[src/sv/cwu_pkg.sv]
// Package with shared types, constants and helpers for the coverage window update block.
package cwu_pkg;

  localparam int COARSE_ROWS_DEF = 64;
  localparam int COARSE_COLS_DEF = 64;
  localparam int MAX_SCALE_DEF   = 4;
  localparam int CFG_W           = 7;
  localparam int CFG_IDX_W       = 2;
  localparam int PWR_W           = 24;

  localparam logic [1:0] OP_WRITE  = 2'd0;
  localparam logic [1:0] OP_WINDOW = 2'd1;
  localparam logic [1:0] OP_READ   = 2'd2;

  localparam logic [1:0] CELL_FREE     = 2'd0;
  localparam logic [1:0] CELL_OBSTACLE = 2'd1;
  localparam logic [1:0] CELL_SCANNED  = 2'd2;

  localparam logic [CFG_IDX_W-1:0] REG_ROWS  = 2'd0;
  localparam logic [CFG_IDX_W-1:0] REG_COLS  = 2'd1;
  localparam logic [CFG_IDX_W-1:0] REG_SCALE = 2'd2;

  localparam logic signed [PWR_W-1:0] POWER_RESET = 24'sd64000;
  localparam logic signed [PWR_W-1:0] POWER_MAX   = 24'sh7FFFFF;
  localparam logic signed [PWR_W-1:0] POWER_MIN   = 24'sh800000;

  typedef struct packed {
    logic [1:0]        op;
    logic [7:0]        row;
    logic [7:0]        col;
    logic [1:0]        cell_value;
    logic [5:0]        reach;
    logic signed [15:0] power;
  } in_item_t;

  typedef struct packed {
    logic [1:0]               coarse_state;
    logic signed [PWR_W-1:0]  power_level;
  } out_item_t;

  // Classified command passed from the front end to the back end.
  typedef struct packed {
    logic [1:0]         op;
    logic [8:0]         r0;
    logic [8:0]         r1;
    logic [8:0]         c0;
    logic [8:0]         c1;
    logic               empty;
    logic               hit;
    logic [7:0]         row;
    logic [7:0]         col;
    logic [1:0]         cell_value;
    logic signed [15:0] power;
  } cmd_t;

endpackage

[src/sv/cwu_front.sv]
// Front end: takes input transactions, clips windows and checks bounds.
module cwu_front (
  input  logic               clk,
  input  logic               rst_n,
  input  logic               in_valid,
  output logic               in_ready,
  input  cwu_pkg::in_item_t  in_data,
  input  logic [8:0]         rows_eff,
  input  logic [8:0]         cols_eff,
  input  logic [8:0]         fine_rows,
  input  logic [8:0]         fine_cols,
  output logic               cmd_valid,
  input  logic               cmd_ready,
  output cwu_pkg::cmd_t      cmd
);
  import cwu_pkg::*;

  logic  full_r, full_nxt;
  cmd_t  cmd_r, cmd_nxt;
  logic signed [9:0] r0s, c0s;
  logic [9:0] r1s, c1s;
  logic [8:0] r1c, c1c;

  assign in_ready  = !full_r || cmd_ready;
  assign cmd_valid = full_r;
  assign cmd       = cmd_r;

  always_comb begin
    r0s = $signed({2'b00, in_data.row}) - $signed({4'b0, in_data.reach});
    c0s = $signed({2'b00, in_data.col}) - $signed({4'b0, in_data.reach});
    r1s = {2'b00, in_data.row} + {4'b0, in_data.reach};
    c1s = {2'b00, in_data.col} + {4'b0, in_data.reach};
    r1c = (r1s > ({1'b0, rows_eff} - 10'd1)) ? rows_eff - 9'd1 : r1s[8:0];
    c1c = (c1s > ({1'b0, cols_eff} - 10'd1)) ? cols_eff - 9'd1 : c1s[8:0];
    cmd_nxt            = cmd_r;
    cmd_nxt.op         = in_data.op;
    cmd_nxt.row        = in_data.row;
    cmd_nxt.col        = in_data.col;
    cmd_nxt.cell_value = in_data.cell_value;
    cmd_nxt.power      = in_data.power;
    cmd_nxt.r0         = r0s[9] ? 9'd0 : r0s[8:0];
    cmd_nxt.c0         = c0s[9] ? 9'd0 : c0s[8:0];
    cmd_nxt.r1         = r1c;
    cmd_nxt.c1         = c1c;
    cmd_nxt.empty      = (rows_eff == 9'd0) || (cols_eff == 9'd0)
                         || ({1'b0, cmd_nxt.r0} > {1'b0, r1c})
                         || ({1'b0, cmd_nxt.c0} > {1'b0, c1c});
    unique case (in_data.op)
      OP_WRITE: cmd_nxt.hit = (in_data.cell_value != 2'd3)
                              && ({1'b0, in_data.row} < fine_rows)
                              && ({1'b0, in_data.col} < fine_cols);
      OP_READ:  cmd_nxt.hit = ({1'b0, in_data.row} < rows_eff)
                              && ({1'b0, in_data.col} < cols_eff);
      default:  cmd_nxt.hit = 1'b0;
    endcase
    full_nxt = full_r;
    if (cmd_ready) begin
      full_nxt = 1'b0;
    end
    if (in_valid && in_ready) begin
      full_nxt = 1'b1;
    end
  end

  always_ff @(posedge clk) begin
    if (!rst_n) begin
      full_r <= 1'b0;
    end else begin
      full_r <= full_nxt;
    end
    if (in_valid && in_ready) begin
      cmd_r <= cmd_nxt;
    end
  end

endmodule

[config.mk]
export PLATFORM = sky130hd
export DESIGN_NAME = cwu_front
export DESIGN_NICKNAME = d
export VERILOG_FILES = /design/src/sv/cwu_pkg.sv /design/src/sv/cwu_front.sv
export SDC_FILE = /design/constraint.sdc
export NUM_CORES = 1
export LEC_CHECK = 0
export ABC_AREA = 1
export BUFFER_PORTS_ARGS = -buffer_cell sky130_fd_sc_hd__buf_2
export CAP_MARGIN = 20
export CORE_UTILIZATION = 49
export DETAILED_ROUTE_END_ITERATION = 10
export PLACE_DENSITY_LB_ADDON = 0.15
export SLEW_MARGIN = 20
export SYNTH_ARGS = -nofsm -noshare
export SYNTH_HDL_FRONTEND = slang
export SYNTH_SLANG_ARGS = --single-unit
export TNS_END_PERCENT = 1
[constraint.sdc]
create_clock -name clk -period 4.5 [get_ports clk]
set_input_delay 0.45 -clock clk [delete_from_list [all_inputs] [get_ports clk]]
set_output_delay 0.45 -clock clk [all_outputs]
set_load 0.01 [all_outputs]
==> impl_metrics.toml, run 1 <==
[status]
status = "completed"

[global_route]
globalRouteTotalUtil = 0.240
gr-usage-met3 = 0.0510
grt_antenna_before_repair = 0
top_usage_layer = "met2"
grt_overflow = 0
use_met1 = 0.318
grt_pass1_vias = 4569
grt_use_met2 = 0.385
grt_max_degree = 49
grt_pass1_wl_microns = 21600

[floorplanning]
core_area_sq_mm = 0.0114
dieArea_sq_mm = 0.0121
start_util = 0.501
fp.dieW_microns = 110
row_count = 39
die_h_microns = 110
ios = 158

[critical_path]
startpoint_type = "primary input"
cp_data_arrival_time_ns = 4.23
cp_max_fo = 6
cpMostUsedCell = "nand2_1"
endpoint_kind = "register"
cp_slowest_cell = "fa_1"
max_stage_delay_ns = 0.42
crit_type = "in -> reg"
cp.required_ns = 4.59

[synth]
async_flop_share = 0
ys_types = 44
synth_common_cells = "nand2_1 (132), inv_1 (115), ha_1 (89)"
synthFlopType = "edfxtp_1"
yosysMostFrequentCell = "nand2_1"
synth_area_leader_cell = "edfxtp_1"
netlist.area_leader.share = 0.379
synthCells = 642
synth_edf_count = 72
yosysWarningCount = 0
ys_seq_elements = 73
synth_area_leaders = "edfxtp_1 (38%), ha_1 (20%), nand2_1 (8.7%)"
postSynthAreaPerCell_sq_um = 8.88
ys_seq_area_frac = 0.383
syn_area_sq_mm = 0.00570

[layout]
final_nets = 1000
syn2layout_area_growth_pct = 24.7
final.fill_count = 1005
finalNonFillerCells = 973
final_util = 0.626
finish.instance_area_sq_mm = 0.00711
antenna_cells = 0
multi_input_area_sq_mm = 0.00303
drive_above_1_share = 0.286
ff_latch_area_sq_mm = 0.00218

[sta]
setup_tns_ns = 0
slew_headroom = 0.411
worst_slew_pin_slew_ns = 0.881
min_period_ns = 4.13
timing.final.max_slew_violations = 0
setup_ws_ns = 0.365
finalHoldViolations = 0
holdWs_ns = 0.283
setup_violations = 0
rsz0062_at_grt = "no"
clock.fmax_ghz = 0.242
fin_crit_sh = 0.919
skew_ns = 0.00765

[clock_network]
cts.sinks = 73
clockBufferDepth = 2
clk_pin_slew_worst_paths_ns = 0.06
htree_levels = 3
cts_buffers = 9
cts_tree = "built"
clock_latency_ns = 0.34
cts_hold_buffers = 0
root_buffer = "clkbuf_16"

[placed_design]
dpl_cell_area_sq_mm = 0.00674
place.gp.congestion = 0.888
pre_cts_ws_ns = -0.124
port_buffers = 155
detailed_place_hpwl_microns = 11700
placed_cells = 952

[flow_run]
maxCapViolCount = 0

[power]
leakagePower_nw = 3.72
power.density_mw_per_mm2 = 343
ir_worst_vdd_mv = 0.247
power_mw = 2.44

[detailed_routing]
drt_wl_total_microns = 14100
drtIter0Drc = 251
vias = 4876
antenna_left = 0
wl_per_cell_microns = 14.5
drc_errors = 0
dr.pass1.iters = 4
vias_per_cell = 5.01

[worst_hold_path]
hold_path.class = "in -> reg"
==> power breakdown <==
part | switching (mW) | leakage, nW | total, mW | internal (mW)
registers | 0.0149 | 0.707 | 0.853 | 0.839
logic | 0.495 | 2.86 | 0.822 | 0.328
clock network | 0.282 | 0.153 | 0.767 | 0.485
total | 0.792 | 3.72 | 2.44 | 1.65
==> sequential cells by signal, summed over array words and instances, names as in the netlist <==
name / cells
cmd: 72
cmd_valid: 1
==> worst paths after layout <==
kind               start        end  slack (ns)  cells past startpoint
min reg2reg    cmd_valid  cmd_valid        0.54                      2
max          in_data[16]    cmd[35]        0.37                     32
min          in_data[10]    cmd[10]        0.28                      1
max reg2reg    cmd_valid     cmd[3]        2.45                      2
==> area by class of cell <==
type                       count  share of cell area
clock buffer                   9              0.0317
clock inverter                 7              0.0132
inverter                     123              0.0649
multi-input combinational    441               0.426
sequential                    73               0.307
tap                          143              0.0252
timing repair buffer         177               0.132
==> metal layers <==
layer,part of all wire,vias to the layer above
met2,0.45,179
met3,0.071,23
li1,-,2495
met4,0.017,0
met1,0.46,2179
met5,0,-
==> layout by cell type (no fill, tap or decap), types with 20 or more instances in the layout <==
cell type	n
a21oi_1	38
buf_2	155
buf_4	22
edfxtp_1	72
ha_1	89
inv_1	114
nand2_1	131
nand3_1	24
nor2_1	39
xor2_1	20
==> what timing repair did <==
action / 4_1_cts / 5_1_grt
setup buffers: 0 / 4
gates resized for setup: 0 / 3
setup endpoints to repair: 0 / 1
==> cells by family after synthesis <==
group | synth area share
AOI/OAI and AO/OA | 0.0946
xor gates and xnor gates | 0.0369
adders and majority gates | 0.209
buffers and inverters | 0.0922
DFF | 0.383
other | 0.000658
and+or+nand+nor | 0.184
==> critical path: cells and delay by family <==
| family | cells | cell delay, ns |
|---|---|---|
| simple gates | 21 | 1.62 |
| fa+ha+maj | 4 | 1.18 |
| compound gates | 3 | 0.39 |
| buf+inv | 3 | 0.32 |
| xor+xnor | 1 | 0.23 |
Note: power is estimated with default switching activity, not from simulation.
==> inputs of run 2 (changes only) <==
--- a/config.mk
+++ b/config.mk
@@ -11,6 +11,7 @@
 export CORE_UTILIZATION = 49
 export DETAILED_ROUTE_END_ITERATION = 10
 export PLACE_DENSITY_LB_ADDON = 0.15
+export RECOVER_POWER = 25
 export SLEW_MARGIN = 20
 export SYNTH_ARGS = -nofsm -noshare
 export SYNTH_HDL_FRONTEND = slang
==> impl_metrics.toml, run 2 (synthesis gave the netlist of run 1 again) <==
[critical_path]
crit_type = "in -> reg"
cp.required_ns = 4.59
cp_data_arrival_time_ns = 4.24
cp_max_fo = 6
critical-path-top-delay-family = "simple AND/OR/NAND/NOR gates"
worstReg2RegStart = "cmd_valid"
critical_path_buf_inv_count = 3
cpMostUsedCell = "nand2_1"
r2r_end = "cmd[3]"
endpoint_kind = "register"
reg2reg_slack_ns = 2.44
r2r.worst_path.cells = 2
startpoint_type = "primary input"
cp_slowest_cell = "fa_1"
max_stage_delay_ns = 0.42

[floorplanning]
core_area_sq_mm = 0.0114
fp.dieW_microns = 110
die_h_microns = 110
row_count = 39
ios = 158
start_util = 0.501
dieArea_sq_mm = 0.0121

[power]
power.density_mw_per_mm2 = 345
leakagePower_nw = 3.62
ir_worst_vdd_mv = 0.246

[placed_design]
pre_cts_ws_ns = -0.124
detailed_place_hpwl_microns = 11700
place.gp.congestion = 0.888
port_buffers = 155
dpl_cell_area_sq_mm = 0.00674

[layout]
layout_common_cells = "nand2_1 (131), buf_2 (123), inv_1 (114), ha_1 (89), edfxtp_1 (72)"
final.fill_count = 1027
final_nets = 1000
largest_register_ffs = 72
syn2layout_area_growth_pct = 23.8
antenna_cells = 0
finish.instance_area_sq_mm = 0.00706
layout_commonest_cell = "nand2_1"
drive_above_1_share = 0.243

[status]
status = "completed"

[global_route]
grt_max_degree = 49
grt_antenna_before_repair = 0
grt_overflow = 0
grt_pass1_wl_microns = 21600
globalRouteTotalUtil = 0.240
grt_pass1_vias = 4569

[clock_network]
cts_buffers = 9
root_buffer = "clkbuf_16"
clk_pin_slew_worst_paths_ns = 0.06
clock_latency_ns = 0.34
clockBufferDepth = 2
cts.sinks = 73
htree_levels = 3
cts_tree = "built"

[sta]
setup_violations = 0
timing.final.max_slew_violations = 0
rsz0062_at_grt = "no"
slew_headroom = 0.405
fin_crit_sh = 0.923
setup_ws_ns = 0.348
skew_ns = 0.00691
holdWs_ns = 0.283
worst_slew_pin_slew_ns = 0.891
clock.fmax_ghz = 0.241
min_period_ns = 4.15
finalHoldViolations = 0

[detailed_routing]
dr.pass1.iters = 5
drt_wl_total_microns = 14100
antenna_left = 0
drtIter0Drc = 205
vias = 4910
drc_errors = 0
wl_per_cell_microns = 14.5
vias_per_cell = 5.05

[worst_hold_path]
holdPathStages = 1
min_to = "cmd[10]"
hold_path.class = "in -> reg"
holdCritStartpoint = "in_data[10]"

[flow_run]
maxCapViolCount = 0
run 2: cell count changes in the layout (fill, tap and decap cells not counted):
cell      delta
buf_4        -3
buf_2       -32
clkbuf_1    +35
run 2: worst max-delay path by stage:
stage / start / to / slack (ns) / cells after the start
2_1_floorplan: in_data[16] / cmd[35] / 0.53 / 31
3_3_place_gp: in_data[16] / cmd[35] / -0.05 / 32
3_5_place_dp: in_data[17] / cmd[35] / -0.12 / 34
4_1_cts: in_data[16] / cmd[35] / 0.22 / 32
5_1_grt: in_data[24] / cmd[35] / 0.03 / 32
6_report: in_data[24] / cmd[35] / 0.35 / 32
run 2: layout make-up:
cell class / count / area (sq um) / share of cell area
Tap cell: 143 / 179 / 0.0253
Timing Repair Buffer: 177 / 890 / 0.126
Clock buffer: 9 / 225 / 0.0319
Clock inverter: 7 / 93.8 / 0.0133
Inverter: 123 / 462 / 0.0654
Multi-Input combinational cell: 441 / 3030 / 0.429
Sequential cell: 73 / 2180 / 0.309
run 2: per-layer routing:
metal,global-route usage,share of wire
met4,0.0886,0.017
met2,0.385,0.44
met5,0,0
met3,0.0510,0.071
met1,0.318,0.47
run 2: stage by stage:
stage	utilization	total power, mW	cells	TNS, ns
finish	0.621	2.44	973	0
floorplan	-	1.40	643	0
detailed placement	0.593	1.68	952	-0.124
global route	0.621	2.60	973	0
global placement	0.593	1.65	952	-0.0463
CTS	0.621	2.45	968	0
run 2: power by group:
part | switching, mW | total (mW) | internal (mW)
Combinational | 0.496 | 0.815 | 0.319
Clock | 0.283 | 0.768 | 0.485
Sequential | 0.0156 | 0.854 | 0.839
Total | 0.794 | 2.44 | 1.64
run 2: timing repair:
| action | CTS | global route |
|---|---|---|
| setup buffers | 0 | 4 |
| resized for setup | 0 | 3 |
| setup endpoints to repair | 0 | 1 |
| hold buffers | 0 | 0 |
